## config.mk

```make
export PLATFORM = sky130hd
export DESIGN_NAME = lrip_queue
export DESIGN_NICKNAME = d
export VERILOG_FILES = /design/src/hdl/lrip_pkg.sv /design/src/hdl/lrip_queue.sv
export SDC_FILE = /design/constraint.sdc
export NUM_CORES = 1
export LEC_CHECK = 0
export ABC_AREA = 1
export BUFFER_PORTS_ARGS = -buffer_cell sky130_fd_sc_hd__buf_4
export CORE_MARGIN = 3
export CORE_UTILIZATION = 39
export CTS_BUF_LIST = sky130_fd_sc_hd__clkbuf_2 sky130_fd_sc_hd__clkbuf_4 sky130_fd_sc_hd__clkbuf_8
export DETAILED_ROUTE_END_ITERATION = 12
export GPL_ROUTABILITY_DRIVEN = 0
export GPL_TIMING_DRIVEN = 0
export PLACE_DENSITY = 0.66
export SETUP_SLACK_MARGIN = 0.4
export SYNTH_ARGS = -nofsm -noshare
export SYNTH_HDL_FRONTEND = slang
export SYNTH_SLANG_ARGS = --single-unit
```

## constraint.sdc

```tcl
create_clock -name clk -period 4.9 [get_ports clk]
set_input_delay 0.735 -clock clk [delete_from_list [all_inputs] [get_ports clk]]
set_output_delay 0.735 -clock clk [all_outputs]
set_load 0.05 [all_outputs]
```

## src/hdl/lrip_pkg.sv

```systemverilog
// shared types, codes and the cordic angle table for the lidar projection block
`timescale 1ns / 1ps
package lrip_pkg;

  localparam int CORDIC_STEPS = 28;

  localparam logic [2:0] ST_ACCEPT    = 3'd0;
  localparam logic [2:0] ST_RANGE_OUT = 3'd1;
  localparam logic [2:0] ST_ROW_OUT   = 3'd2;
  localparam logic [2:0] ST_COL_OUT   = 3'd3;
  localparam logic [2:0] ST_TAKEN     = 3'd4;
  localparam logic [2:0] ST_CLEARED   = 3'd5;

  localparam logic [1:0] CFG_MIN_RANGE = 2'd0;
  localparam logic [1:0] CFG_MAX_RANGE = 2'd1;
  localparam logic [1:0] CFG_ROWS      = 2'd2;

  // one classified request between front and back
  typedef struct packed {
    logic        clr;
    logic [2:0]  status;
    logic [6:0]  row;
    logic [11:0] column;
    logic [18:0] flat;
    logic [19:0] range_mm;
    logic [7:0]  intensity;
  } lrip_item_t;

  // atan(2^-i) in turn units, 2^32 per turn
  function automatic logic [29:0] atan_turn(input logic [4:0] i);
    logic [29:0] v;
    case (i)
      5'd0:  v = 30'd536870912;
      5'd1:  v = 30'd316933406;
      5'd2:  v = 30'd167458907;
      5'd3:  v = 30'd85004756;
      5'd4:  v = 30'd42667331;
      5'd5:  v = 30'd21354465;
      5'd6:  v = 30'd10679838;
      5'd7:  v = 30'd5340245;
      5'd8:  v = 30'd2670163;
      5'd9:  v = 30'd1335087;
      5'd10: v = 30'd667544;
      5'd11: v = 30'd333772;
      5'd12: v = 30'd166886;
      5'd13: v = 30'd83443;
      5'd14: v = 30'd41722;
      5'd15: v = 30'd20861;
      5'd16: v = 30'd10430;
      5'd17: v = 30'd5215;
      5'd18: v = 30'd2608;
      5'd19: v = 30'd1304;
      5'd20: v = 30'd652;
      5'd21: v = 30'd326;
      5'd22: v = 30'd163;
      5'd23: v = 30'd81;
      5'd24: v = 30'd41;
      5'd25: v = 30'd20;
      5'd26: v = 30'd10;
      5'd27: v = 30'd5;
      default: v = 30'd0;
    endcase
    return v;
  endfunction

endpackage

```

## src/hdl/lrip_queue.sv

```systemverilog
// short request queue between the front and back parts
`timescale 1ns / 1ps
module lrip_queue #(
  parameter int DEPTH = 2
) (
  input  logic               clk,
  input  logic               rst,
  input  logic               push,
  input  lrip_pkg::lrip_item_t din,
  output logic               full,
  input  logic               pop,
  output lrip_pkg::lrip_item_t dout,
  output logic               empty
);

  localparam int AW = (DEPTH > 1) ? $clog2(DEPTH) : 1;

  lrip_pkg::lrip_item_t slots [DEPTH];
  logic [AW-1:0] wr_ptr;
  logic [AW-1:0] rd_ptr;
  logic [AW:0]   count;
  logic          do_push;
  logic          do_pop;

  assign full    = (count == (AW+1)'(DEPTH));
  assign empty   = (count == '0);
  assign do_push = push && !full;
  assign do_pop  = pop && !empty;
  assign dout    = slots[rd_ptr];

  always_ff @(posedge clk) begin
    if (do_push) begin
      slots[wr_ptr] <= din;
    end
  end

  always_ff @(posedge clk) begin
    if (rst) begin
      wr_ptr <= '0;
      rd_ptr <= '0;
      count  <= '0;
    end else begin
      if (do_push) begin
        wr_ptr <= (wr_ptr == AW'(DEPTH-1)) ? '0 : wr_ptr + 1'b1;
      end
      if (do_pop) begin
        rd_ptr <= (rd_ptr == AW'(DEPTH-1)) ? '0 : rd_ptr + 1'b1;
      end
      if (do_push && !do_pop) begin
        count <= count + 1'b1;
      end else if (do_pop && !do_push) begin
        count <= count - 1'b1;
      end
    end
  end

endmodule

```

==> results of run 1 <==
power by group through the flow:
stage               Sequential, mW  Clock, mW  Combinational [mW]
floorplan                     1.65          0                1.21
global placement              1.67          0                1.60
detailed placement            1.64          0                1.65
CTS                           1.61       1.21                1.66
global route                  1.63       1.27                1.71
finish                        1.61       1.18                1.63
logic make-up after synthesis:
logic type,after synthesis
adders and majority gates,1
and+or+nand+nor,16
DFF,145
AOI/OAI and AO/OA,6
buffers and inverters,17
muxes,70
layer usage:
metal | share of wire [%] | wire [um] | vias to the layer above
met5 | 0 | 0 | -
li1 | - | - | 1320
met2 | 52 | 5180 | 96
met3 | 7.4 | 739 | 9
met4 | 1.0 | 99 | 0
met1 | 39 | 3920 | 1354
sequential cells by signal (all words and copies together) (netlist names), named ones only:
signal,count
wr_ptr,1
rd_ptr,1
count,2
slots,140
path summary, 6_finish.rpt:
path / startpoint / endpoint / slack, ns
worst min register to register: wr_ptr / wr_ptr / 0.54
worst min-delay path: din[24] / slots[0][24] / 0.49
worst max-delay path: register / dout[64] / 2.51
worst max register to register: count[0] / slots[1][40] / 2.86
final cells by class:
class / instances / area [um^2]
clock buffer: 19 / 249
timing repair buffer: 149 / 1180
buffer: 8 / 151
multi-input combinational: 93 / 1180
tap: 180 / 225
fill: 1148 / 6450
inverter: 9 / 33.8
clock inverter: 13 / 263
sequential: 145 / 4300
Yosys cell counts (all sizes together):
master	number	area share, %
a21oi	1	0.088
buf	8	2.7
mux2	70	19
edfxtp	140	74
nor2	9	0.60
ha	1	0.22
o21ai	5	0.51
nand3	1	0.088
nand4	1	0.11
and2	1	0.11
nand2	4	0.27
dfxtp	5	1.8
inv	9	0.60
through the flow:
step / std cells / hold WS [ns] / setup TNS, ns / cell area [um^2]
detailed placement: 584 / 0.533 / 0 / 7080
floorplan: 255 / 0.475 / 0 / 5650
CTS: 616 / 0.443 / 0 / 7590
global route: 616 / 0.432 / 0 / 7590
finish: 616 / 0.485 / 0 / 7590
global placement: 580 / 0.487 / -172.66 / 6970
critical path, stage by stage (launching register included):
cell,delay (ns)
dfxtp_1,0.33
buf_6,0.21
buf_12,0.18
mux2_4,0.31
buf_4,0.19
==> impl_metrics.yaml, run 1 <==
power:
  peakVddDrop_v: 0.000307
  power_density_mw_per_mm2: 583
  p_total_mw: 4.42
  pwr-share-comb_pct: 37.0
  power.switching_mw: 1.46
  p_leak_nw: 2.99
  internal-power_mw: 2.96
  seq_power_share_pct: 36.5
  swShare_pct: 33.0
  p_clk_share_pct: 26.6
drt:
  wire_per_inst_um: 16.1
  drt-pass1-iter-count: 4
  drt-vias-per-instance: 4.51
  num_vias: 2779
  drc: 0
  wirelength_um: 9930
  drtIter0Drc: 151
  postRouteAntennaNets: 0
die:
  die_x_um: 126
  initial_core_util_pct: 40.3
  die-area_mm2: 0.0160
  io_pins: 146
  core_area_mm2: 0.0140
  rows: 43
  fp.dieH_um: 126
clock_network:
  cts_buffers: 17
  cts_tree: "built"
  cts-root-buf: "clkbuf_8"
  post_cts_buffers: 0
  cts.path.max_buffers: 2
  clk_pin_slew_ns: 0.08
  ctsResizeCount: 0
  cts_htree_levels: 4
  clk_latency_ns: 0.43
  postCtsHoldBufs: 0
  cts_sinks: 145
global_route:
  use_met2_pct: 21.0
  met1_usage_pct: 14.9
  grt_pass1_vias: 2969
  antenna_found_initial: 0
  gr-usage-all-layers_pct: 12.8
  use_met3_pct: 5.56
  busiest_layer: "met2"
  overflow: 0
  grt_max_degree: 29
  grt_pass1_wl_um: 15300
sta:
  timing.fmax_mhz: 419
  fin_ws_ns: 2.51
  relSlewSlack_pct: 44.3
  drv_slew: 0
  hold_violations: 0
  tightest_slew_ns: 0.833
  fin_worst_skew_ns: 0.00596
  min_period_over_period_pct: 48.7
  min_period_ns: 2.39
  setup_viol: 0
  grt_setup_unrepaired: "false"
synthesis:
  synth-adder-area-share_pct: 0.221
  synth_compound_area_share_pct: 0.598
  ys_ff_latch: 145
  synth_area_per_cell_um2: 22.2
  synth_area_mm2: 0.00565
  synth-simple-area-share_pct: 1.17
  synth_top_family_by_area: "multiplexers"
  synth.area.mux_share_pct: 18.6
  yosysWarnings: 0
  syn_inst: 255
  syn_nets: 330
  synth-xor-area-share_pct: 0
  synth.lib_cells_used.distinct: 16
  yosysSeqAreaShare_pct: 76.1
critical_path:
  critPathMaxFanout: 10
  worst_ep_arrival_time_ns: 1.65
  r2r_cells: 4
  path_class: "register to output port"
  endpoint_kind: "output port"
  cp-start-kind: "register"
  crit_required_ns: 4.16
placed_design:
  dp_hpwl_um: 6770
  io_buffer_count: 145
  post-place-ws_ns: 2.48
min_path:
  holdCritPathClass: "input pin to register"
  hold_path_depth: 1
layout:
  antenna_cells: 0
  drive_gt1_share_pct: 59.2
  layout_commonest_cell: "buf_4"
  final_nets: 498
  post-route-util_pct: 54.0
  layout_common_cells: "buf_4, edfxtp_1, mux2_4, clkbuf_8"
  area_growth_pct: 34.2
run:
  cap_violations: 0
status:
  outcome: "finished clean"
Power figures use the tool's default switching activity.
==> inputs of run 2 (changes only) <==
Clock period 4.9 ns to 2.48 ns, I/O delays scaled along.
==> run 2 against run 1 <==
Utilization decreased by 0.12 points. Hold slack got worse by 0.37 ns. Register-to-register slack got worse by 2.1 ns. Wire length decreased by 3.1%. Cell count increased by 0.16%. Largest cell class unchanged. Global-route usage decreased by 0.34 points. Via count increased by 1.1%. Die area unchanged. Combinational power increased by 99%. Clock power increased by 81%. Clock-buffer cell count increased by 3.
==> impl_metrics.yaml, run 2 (synthesized netlist as in run 1, its figures left out) <==
layout:
  largestRegisters: "slots: 140 flops, count: 2 flops"
  drive_gt1_share_pct: 60.0
  fillers: 1121
  antenna_cells: 0
  layout_common_cells: "buf_4, edfxtp_1, mux2_4, clkbuf_8, buf_12"
  stdcell_area_mm2: 0.00757
  final_nets: 499
  largest_register: "slots"
  layout_commonest_cell: "buf_4"
  largest_reg_flops: 140
  area_growth_pct: 33.9
critical_path:
  r2r_cells: 3
  endpoint_kind: "output port"
  r2r_start: "count[0]"
  critPathMaxFanout: 8
  r2r-end: "slots[1][62]"
  path_class: "register to output port"
  cp-start-kind: "register"
  reg2reg_slack_ns: 0.77
  worst_ep_arrival_time_ns: 1.63
  crit_required_ns: 2.11
clock_network:
  cts_sinks: 145
  clk_pin_slew_ns: 0.08
  clk_latency_ns: 0.43
  cts-root-buf: "clkbuf_8"
  postCtsHoldBufs: 0
  cts_buffers: 17
  cts_tree: "built"
  cts.path.max_buffers: 2
  cts_htree_levels: 4
  post_cts_buffers: 0
global_route:
  use_met3_pct: 4.88
  use_met2_pct: 21.6
  grt_pass1_vias: 3040
  overflow: 0
  grt_max_degree: 31
  grt_pass1_wl_um: 15000
  gr-usage-all-layers_pct: 12.4
  busiest_layer: "met2"
  met1_usage_pct: 12.9
  antenna_found_initial: 0
min_path:
  holdCritPathClass: "input pin to register"
  hold_path_depth: 1
  hold_path_end: "slots[0][58]"
  hold_start: "din[58]"
sta:
  min_period_ns: 2.00
  setup_viol: 0
  grt_setup_unrepaired: "false"
  timing.fmax_mhz: 500
  setup_tns_ns: 0
  tightest_slew_ns: 0.642
  hold_violations: 0
  drv_slew: 0
  relSlewSlack_pct: 57.1
  min_period_over_period_pct: 80.6
  fin_worst_skew_ns: 0.00721
status:
  outcome: "finished clean"
die:
  rows: 43
  die_x_um: 126
  fp.dieH_um: 126
  initial_core_util_pct: 40.3
  die-area_mm2: 0.0160
  core_area_mm2: 0.0140
  io_pins: 146
drt:
  postRouteAntennaNets: 0
  drt-vias-per-instance: 4.55
  wirelength_um: 9630
  wire_per_inst_um: 15.6
  drc: 0
  drt-pass1-iter-count: 4
  drtIter0Drc: 132
  num_vias: 2809
power:
  swShare_pct: 33.7
  internal-power_mw: 5.67
  peakVddDrop_v: 0.000600
  seq_power_share_pct: 37.2
  power_density_mw_per_mm2: 1130
  p_leak_nw: 2.99
  power.switching_mw: 2.88
  pwr-share-comb_pct: 37.9
  p_clk_share_pct: 24.8
placed_design:
  io_buffer_count: 145
  placed_area_mm2: 0.00706
  dp_hpwl_um: 6630
run:
  cap_violations: 0
run 2: cell count changes in the layout (fill, tap and decap cells not counted):
cell        delta
buf_6          -1
clkinvlp_4     +1
buf_12         +3
clkinv_1       -3
clkbuf_16      +1
clkinv_2       +2
bufinv_16      -3
buf_16         -2
clkbuf_8       +4
clkbuf_4       -1
run 2: how the worst max path moves through the flow:
stage,end,slack [ns]
2_1_floorplan,slots[0][0],-0.27
3_3_place_gp,slots[1][67],-1.42
3_5_place_dp,slots[1][66],0.73
4_1_cts,dout[53],0.40
5_1_grt,dout[44],0.40
6_report,dout[47],0.48
run 2: stage by stage:
stage               power, mW  hold WS (ns)  instances  utilization [%]  setup WS [ns]
CTS                      8.65        0.0745        616             53.7          0.400
global route             8.91        0.0818        617             53.9          0.402
global placement         6.43         0.501        580             49.6          -1.42
detailed placement       6.51         0.547        584             50.3          0.732
floorplan                5.63         0.471        255                -         -0.272
finish                   8.56         0.119        617             53.9          0.482
run 2: layout make-up:
| class | count | area [um^2] | area share [%] |
|---|---|---|---|
| tap | 180 | 225 | 2.97 |
| clock buffer | 22 | 297 | 3.92 |
| buffer | 8 | 160 | 2.12 |
| multi-input combinational | 93 | 1180 | 15.6 |
| clock inverter | 10 | 179 | 2.36 |
| inverter | 9 | 33.8 | 0.446 |
| timing repair buffer | 150 | 1190 | 15.8 |
| sequential | 145 | 4300 | 56.9 |
run 2: critical path: stages (launching register included):
cell and delay, ns:
dfxtp_1 0.35, buf_12 0.17, clkbuf_16 0.17, mux2_4 0.30, buf_4 0.19
run 2: routing by layer:
metal | part of all wire (%) | vias to the layer above
met5 | 0 | -
met1 | 38 | 1364
met2 | 52 | 107
met4 | 2.4 | 0
met3 | 7.8 | 15
li1 | - | 1323
run 2: power by group through the flow:
stage / registers [mW] / logic (mW) / clock network (mW)
after CTS: 3.19 / 3.27 / 2.19
after detailed placement: 3.24 / 3.26 / 0
after global routing: 3.22 / 3.41 / 2.29
after floorplan: 3.24 / 2.40 / 0
final: 3.19 / 3.24 / 2.13
after global placement: 3.26 / 3.17 / 0
run 2: what timing repair did:
item,4_1_cts,5_1_grt
gates resized for setup,1,1
gates cloned,0,1
setup endpoints to repair,8,14
endpoints found under the hold margin,0,0
