**src/hdl/lrip_pkg.sv**
```systemverilog
// shared types, codes and the cordic angle table for the lidar projection block
`timescale 1ns / 1ps
package lrip_pkg;

  localparam int CORDIC_STEPS = 28;

  localparam logic [2:0] ST_ACCEPT    = 3'd0;
  localparam logic [2:0] ST_RANGE_OUT = 3'd1;
  localparam logic [2:0] ST_ROW_OUT   = 3'd2;
  localparam logic [2:0] ST_COL_OUT   = 3'd3;
  localparam logic [2:0] ST_TAKEN     = 3'd4;
  localparam logic [2:0] ST_CLEARED   = 3'd5;

  localparam logic [1:0] CFG_MIN_RANGE = 2'd0;
  localparam logic [1:0] CFG_MAX_RANGE = 2'd1;
  localparam logic [1:0] CFG_ROWS      = 2'd2;

  // one classified request between front and back
  typedef struct packed {
    logic        clr;
    logic [2:0]  status;
    logic [6:0]  row;
    logic [11:0] column;
    logic [18:0] flat;
    logic [19:0] range_mm;
    logic [7:0]  intensity;
  } lrip_item_t;

  // atan(2^-i) in turn units, 2^32 per turn
  function automatic logic [29:0] atan_turn(input logic [4:0] i);
    logic [29:0] v;
    case (i)
      5'd0:  v = 30'd536870912;
      5'd1:  v = 30'd316933406;
      5'd2:  v = 30'd167458907;
      5'd3:  v = 30'd85004756;
      5'd4:  v = 30'd42667331;
      5'd5:  v = 30'd21354465;
      5'd6:  v = 30'd10679838;
      5'd7:  v = 30'd5340245;
      5'd8:  v = 30'd2670163;
      5'd9:  v = 30'd1335087;
      5'd10: v = 30'd667544;
      5'd11: v = 30'd333772;
      5'd12: v = 30'd166886;
      5'd13: v = 30'd83443;
      5'd14: v = 30'd41722;
      5'd15: v = 30'd20861;
      5'd16: v = 30'd10430;
      5'd17: v = 30'd5215;
      5'd18: v = 30'd2608;
      5'd19: v = 30'd1304;
      5'd20: v = 30'd652;
      5'd21: v = 30'd326;
      5'd22: v = 30'd163;
      5'd23: v = 30'd81;
      5'd24: v = 30'd41;
      5'd25: v = 30'd20;
      5'd26: v = 30'd10;
      5'd27: v = 30'd5;
      default: v = 30'd0;
    endcase
    return v;
  endfunction

endpackage

```
**src/hdl/lrip_front.sv**
```systemverilog
// front part: range, sqrt, cordic angle and column, classification
`timescale 1ns / 1ps
module lrip_front #(
  parameter int MAX_ROWS = 64,
  parameter int COLUMNS  = 1800
) (
  input  logic                 clk,
  input  logic                 rst,
  input  logic                 push,
  input  logic                 hold,
  output logic                 busy,
  input  logic                 action,
  input  logic signed [19:0]   pos_x,
  input  logic signed [19:0]   pos_y,
  input  logic signed [19:0]   pos_z,
  input  logic [15:0]          ring,
  input  logic [7:0]           intensity,
  input  logic [19:0]          min_range,
  input  logic [19:0]          max_range,
  input  logic [6:0]           rows_in_use,
  input  logic                 q_full,
  output logic                 q_push,
  output lrip_pkg::lrip_item_t q_data
);

  localparam logic [2:0] F_IDLE = 3'd0;
  localparam logic [2:0] F_SQ   = 3'd1;
  localparam logic [2:0] F_SQRT = 3'd2;
  localparam logic [2:0] F_CHK  = 3'd3;
  localparam logic [2:0] F_ROT  = 3'd4;
  localparam logic [2:0] F_COL  = 3'd5;
  localparam logic [2:0] F_RND  = 3'd6;
  localparam logic [2:0] F_PUSH = 3'd7;

  localparam logic signed [15:0] COLS_S    = 16'(COLUMNS);
  localparam logic signed [15:0] HALF_COLS = 16'(COLUMNS / 2);
  localparam logic signed [13:0] COLS_M    = 14'(COLUMNS);
  localparam logic signed [47:0] HALF_T    = 48'sh0000_8000_0000;
  localparam logic signed [33:0] TURN_HALF = 34'sh0_8000_0000;
  localparam logic signed [33:0] TURN_FULL = 34'sh1_0000_0000;

  logic [2:0]  state;
  logic [4:0]  step;
  logic signed [19:0] px;
  logic signed [19:0] py;
  logic [19:0] ax;
  logic [19:0] ay;
  logic [19:0] az;
  logic [15:0] ring_r;
  logic [39:0] prod;
  logic [39:0] sq_sum;
  logic [39:0] lo_sq;
  logic [39:0] hi_sq;
  logic [39:0] sbits;
  logic [19:0] root;
  logic [22:0] rem;
  logic signed [43:0] cx;
  logic signed [43:0] cy;
  logic signed [33:0] acc;
  logic signed [47:0] tprod;
  lrip_pkg::lrip_item_t ent;

  logic [19:0] mul_a;
  logic [22:0] rem_sh;
  logic [22:0] trial;
  logic [19:0] range_rnd;
  logic signed [43:0] dx;
  logic signed [43:0] dy;
  logic signed [33:0] acc_w;
  logic signed [34:0] angle_off;
  logic signed [47:0] tpos;
  logic signed [47:0] tneg;
  logic signed [15:0] q;
  logic signed [15:0] col_raw;
  logic signed [15:0] col_w;
  logic signed [43:0] cx0;
  logic signed [43:0] cy0;
  lrip_pkg::lrip_item_t ent_init;

  assign busy   = (state != F_IDLE);
  assign q_push = (state == F_PUSH);
  assign q_data = ent;

  // request as taken: a clear is complete, a point keeps its intensity
  always_comb begin
    ent_init     = '0;
    ent_init.clr = action;
    if (action) begin
      ent_init.status = lrip_pkg::ST_CLEARED;
    end else begin
      ent_init.intensity = intensity;
    end
  end

  always_comb begin
    case (step)
      5'd0:    mul_a = ax;
      5'd1:    mul_a = ay;
      5'd2:    mul_a = az;
      5'd3:    mul_a = min_range;
      5'd4:    mul_a = max_range;
      default: mul_a = '0;
    endcase
  end

  // one bit of the root per cycle
  assign rem_sh    = {rem[20:0], sbits[39:38]};
  assign trial     = {1'b0, root, 2'b01};
  assign range_rnd = (rem > {3'b0, root}) ? root + 1'b1 : root;

  assign cx0 = {{4{py[19]}}, py, 20'b0};
  assign cy0 = {{4{px[19]}}, px, 20'b0};
  assign dx  = cy >>> step;
  assign dy  = cx >>> step;

  always_comb begin
    if (acc >= TURN_HALF) begin
      acc_w = acc - TURN_FULL;
    end else if (acc < -TURN_HALF) begin
      acc_w = acc + TURN_FULL;
    end else begin
      acc_w = acc;
    end
  end

  assign angle_off = 35'(acc_w) - 35'sh0_4000_0000;
  assign tpos      = tprod + HALF_T;
  assign tneg      = HALF_T - tprod;
  assign q         = (tprod >= 0) ? 16'(tpos >>> 32) : -16'(tneg >>> 32);
  assign col_raw   = HALF_COLS - q;
  assign col_w     = (col_raw >= COLS_S) ? col_raw - COLS_S : col_raw;

  always_ff @(posedge clk) begin
    if (rst) begin
      state <= F_IDLE;
      step  <= '0;
    end else begin
      case (state)
        F_IDLE: begin
          if (push && !hold) begin
            px     <= pos_x;
            py     <= pos_y;
            ax     <= pos_x[19] ? 20'(-pos_x) : pos_x;
            ay     <= pos_y[19] ? 20'(-pos_y) : pos_y;
            az     <= pos_z[19] ? 20'(-pos_z) : pos_z;
            ring_r <= ring;
            step   <= '0;
            ent    <= ent_init;
            state  <= action ? F_PUSH : F_SQ;
          end
        end
        F_SQ: begin
          prod <= mul_a * mul_a;
          case (step)
            5'd1:    sq_sum <= prod;
            5'd2:    sq_sum <= sq_sum + prod;
            5'd3:    sq_sum <= sq_sum + prod;
            5'd4:    lo_sq <= prod;
            5'd5:    hi_sq <= prod;
            default: ;
          endcase
          if (step == 5'd5) begin
            step  <= '0;
            sbits <= sq_sum;
            rem   <= '0;
            root  <= '0;
            state <= F_SQRT;
          end else begin
            step <= step + 1'b1;
          end
        end
        F_SQRT: begin
          if (rem_sh >= trial) begin
            rem  <= rem_sh - trial;
            root <= {root[18:0], 1'b1};
          end else begin
            rem  <= rem_sh;
            root <= {root[18:0], 1'b0};
          end
          sbits <= {sbits[37:0], 2'b00};
          if (step == 5'd19) begin
            step  <= '0;
            state <= F_CHK;
          end else begin
            step <= step + 1'b1;
          end
        end
        F_CHK: begin
          ent.range_mm <= range_rnd;
          step         <= '0;
          if (sq_sum < lo_sq || sq_sum > hi_sq) begin
            ent.status <= lrip_pkg::ST_RANGE_OUT;
            state      <= F_PUSH;
          end else if (ring_r >= {9'b0, rows_in_use} || ring_r >= 16'(MAX_ROWS)) begin
            ent.status <= lrip_pkg::ST_ROW_OUT;
            state      <= F_PUSH;
          end else if (px == '0 && py == '0) begin
            acc   <= '0;
            state <= F_COL;
          end else if (py[19]) begin
            acc   <= px[19] ? -TURN_HALF : TURN_HALF;
            cx    <= -cx0;
            cy    <= -cy0;
            state <= F_ROT;
          end else begin
            acc   <= '0;
            cx    <= cx0;
            cy    <= cy0;
            state <= F_ROT;
          end
        end
        F_ROT: begin
          if (cy > 0) begin
            cx  <= cx + dx;
            cy  <= cy - dy;
            acc <= acc + $signed({4'b0, lrip_pkg::atan_turn(step)});
          end else begin
            cx  <= cx - dx;
            cy  <= cy + dy;
            acc <= acc - $signed({4'b0, lrip_pkg::atan_turn(step)});
          end
          if (step == 5'(lrip_pkg::CORDIC_STEPS - 1)) begin
            step  <= '0;
            state <= F_COL;
          end else begin
            step <= step + 1'b1;
          end
        end
        F_COL: begin
          tprod <= 48'(angle_off) * 48'(COLS_M);
          state <= F_RND;
        end
        F_RND: begin
          if (col_w < 0 || col_w >= COLS_S) begin
            ent.status <= lrip_pkg::ST_COL_OUT;
          end else begin
            ent.status <= lrip_pkg::ST_ACCEPT;
            ent.row    <= ring_r[6:0];
            ent.column <= col_w[11:0];
            ent.flat   <= 19'(col_w[11:0]) + 19'(ring_r[6:0]) * 19'(COLUMNS);
          end
          state <= F_PUSH;
        end
        F_PUSH: begin
          if (!q_full) begin
            state <= F_IDLE;
          end
        end
        default: state <= F_IDLE;
      endcase
    end
  end

endmodule

```
**config.mk**
```make
export PLATFORM = sky130hd
export DESIGN_NAME = lrip_front
export DESIGN_NICKNAME = d
export VERILOG_FILES = /design/src/hdl/lrip_pkg.sv /design/src/hdl/lrip_front.sv
export SDC_FILE = /design/constraint.sdc
export NUM_CORES = 2
export LEC_CHECK = 0
export BUFFER_PORTS_ARGS = -buffer_cell sky130_fd_sc_hd__buf_2
export CORE_UTILIZATION = 40
export CTS_BUF_LIST = sky130_fd_sc_hd__clkbuf_8
export CTS_CLUSTER_DIAMETER = 120
export CTS_CLUSTER_SIZE = 20
export DETAILED_ROUTE_END_ITERATION = 10
export SYNTH_ARGS = -nofsm -noshare
export SYNTH_HDL_FRONTEND = slang
export SYNTH_SLANG_ARGS = --single-unit
export TNS_END_PERCENT = 20
```
**constraint.sdc**
```tcl
create_clock -name clk -period 15.2 [get_ports clk]
set_clock_uncertainty 0.15 [all_clocks]
set_input_delay 4.56 -clock clk [delete_from_list [all_inputs] [get_ports clk]]
set_output_delay 4.56 -clock clk [all_outputs]
set_load 0.02 [all_outputs]
```
==> flow_summary_export.csv <==
group,metric,value,unit
setup_path,timing.rr.start,"step[0]",
sta,worstMarginPinSlew,1.161,ns
routing,drt_iter0_drc,3470,
floorplan,core_region_area,154000,µm²
yosys,synthAdderAreaFrac,23.79,%
sta,setup_viol,0,
setup_path,crit_path_frequent_cell,"fa_1",
yosys,synth_cells,6521,
yosys,synth_warnings,0,
cells_and_area,drive_above_1_share,8.387,%
sta,maxSlewViolCount,0,
run,maxCapViolCount,0,
sta,relSlewSlack,22.57,%
setup_path,worstSetupPathType,"primary input to flop",
yosys,synth_compound_area_share,12.79,%
setup_path,crit_arrival,13.18,ns
setup_path,path_buf_inv,5,
sta,setup_tns,0,ns
clocking,htreeDepth,2,
cells_and_area,nFillCells,14960,
yosys,ys_async_sr_fraction,0,%
yosys,syn-num-nets,7624,
routing,drc,0,
min_path,hold_path.startpoint,"prod[34]",
clocking,cts_resized,0,
global_route,grt_max_degree,89,
yosys,ys_ff_latch,625,
clocking,numCtsBuffers,40,
cells_and_area,layout_commonest_cell,"inv_1",
yosys,synth_xor_area_share,6.910,%
global_route,grt_overflow_total,0,
clocking,clock-sinks,625,
global_route,grt_usage,20.74,%
sta,max_clock_freq,77.90,MHz
clocking,cts_tree,"built",
floorplan,fp-row-count,144,
global_route,grt_pass1_wl,260500,µm
setup_path,critPathRequiredTime,15.54,ns
setup_path,cp-end-kind,"flop",
clocking,holdBufCountCts,0,
yosys,synthMuxAreaShare,5.749,%
placement,place_congestion,0.9373,
yosys,avgSynthCellArea,9.516,µm²
yosys,yosys.area.top_type_share,28.41,%
min_path,hp-class,"flop to flop",
setup_path,critPathSlowestCell,"and4_1",
cells_and_area,layout.nets,7703,
routing,drt-total-wl,164300,µm
setup_path,crit_family,"adder cells",
yosys,synth-edff-count,587,
setup_path,start_kind,"primary input",
clocking,clk-insertion-delay-late,0.76,ns
sta,fin_crit_sh,84.45,%
sta,grt_setup_unrepaired,"no",
routing,drtPass1Iterations,6,
setup_path,r2r-end,"prod[39]",
setup_path,reg2regPathDepth,33,
clocking,clk_pin_slew,0.13,ns
global_route,grt_pass1_vias,46550,
placement,hpwl,129500,µm
floorplan,dieArea,156700,µm²
floorplan,die_y,395.9,µm
routing,ant_nets,0,
setup_path,critPathLaunch,"max_range[8]",
routing,via_per_inst,5.480,
setup_path,cp_max_fo,15,
yosys,ys_seq_area_share,29.63,%
min_path,hold_path_end,"lo_sq[34]",
setup_path,critPathMaxStageDelay,0.63,ns
sta,hold_viol,0,
yosys,synthSimpleGateAreaFrac,15.01,%
run_status,outcome,"finished, final reports clean",
floorplan,pin_count,209,
yosys,synth.distinct_cells,101,
min_path,min_path_cells,0,
clocking,clock_path_buffers,3,
yosys,syn_area,62050,µm²
routing,wl_per_cell,18.96,µm
cells_and_area,area_growth,6.305,%
yosys,ys.flop_type,"edfxtp_1",
placement,port_buffers,208,
floorplan,initial_core_util,40.28,%
global_route,antenna_found_initial,12,
sta,finalCriticalPeriod,12.84,ns
clocking,cts_root_buf,"clkbuf_8",
floorplan,die_w,395.9,µm
yosys,synthTopCellsByArea,"edfxtp_1, ha_1, fa_1",
yosys,yosysTopAreaCell,"edfxtp_1",
yosys,synth_top_family_by_area,"adder cells",
setup_path,r2r_slack,3.75,ns
routing,vias,47480,
cells_and_area,final_cell_mix,"inv_1, nand2_1, ha_1",
clocking,postCtsSetupBuffers,0,
-- synthesized netlist by cell type (all sizes together) (21+ instances only) --
| master | count |
|---|---|
| fa | 356 |
| mux2i | 74 |
| o21ai | 319 |
| and2 | 50 |
| clkbuf | 166 |
| nand2 | 698 |
| or4 | 21 |
| mux2 | 37 |
| xor2 | 158 |
| and3 | 57 |
| a21o | 109 |
| inv | 757 |
| buf | 56 |
| nor4 | 56 |
| nor2b | 61 |
| or2 | 24 |
| ha | 610 |
| a21oi | 331 |
| nor3 | 109 |
| edfxtp | 587 |
| o21bai | 34 |
| a22oi | 25 |
| a211oi | 44 |
| xnor2 | 329 |
| nand2b | 77 |
| a31oi | 47 |
| o31ai | 54 |
| o21a | 60 |
| nor2 | 566 |
| nand4 | 65 |
| or3 | 55 |
| o211ai | 27 |
| dfxtp | 38 |
| nand3 | 110 |
| mux4 | 107 |
-- how the worst max path moves through the flow --
stage,slack (ns),endpoint,cells after the start
after floorplan,2.86,prod[39],35
after global placement,1.69,prod[39],35
after detailed placement,1.62,prod[39],35
after CTS,2.45,prod[39],35
after global routing,1.88,prod[39],35
final,2.36,prod[39],30
-- routing by layer --
metal  vias to the layer above  part of all wire, %  track usage, %
met4                         2                  1.8           4.151
met5                         -               0.0079               0
li1                      22915                    -               -
met2                      1352                   45           33.55
met1                     23036                   47           29.57
met3                       175                  6.4           2.791
-- layout make-up --
class | count | area (µm²) | area share (%)
Inverter | 767 | 2879 | 4.364
Timing Repair Buffer | 259 | 1424 | 2.159
Tap cell | 2044 | 2557 | 3.877
Sequential cell | 625 | 18400 | 27.89
Multi-Input combinational cell | 4907 | 40000 | 60.63
Clock buffer | 41 | 564.3 | 0.8554
Clock inverter | 18 | 133.9 | 0.2030
Antenna cell | 4 | 10.01 | 0.01517
-- flip-flops by register name, indices dropped and copies added, names as in the netlist, 23 cells and up, named ones only --
name	count
cx	44
q_data	67
hi_sq	39
lo_sq	39
prod	39
cy	44
sbits	40
tprod	44
rem	23
sq_sum	40
acc	34
-- cell families after synthesis --
kind of cell / Yosys count
AOI/OAI and AO/OA: 1234
xor gates and xnor gates: 487
muxes: 218
buffers and inverters: 989
adders and majority gates: 966
DFF: 625
and+or+nand+nor: 2002
-- metrics by stage --
step           std cells  area, µm²  setup WS [ns]  util (%)  hold slack, ns
2_1_floorplan       6521      62060          2.857         -          0.3162
3_3_place_gp        8602      65260          1.689     42.36          0.3382
3_5_place_dp        8602      65260          1.623     42.36          0.3445
4_1_cts             8661      65950          2.448     42.81          0.3529
5_1_grt             8662      65960          1.876     42.82          0.3874
6_report            8665      65960          2.363     42.82          0.3565
Power is left out: the tool's default activity adds up to more than one toggle a clock period on the data nets, which glitch-free logic cannot reach.
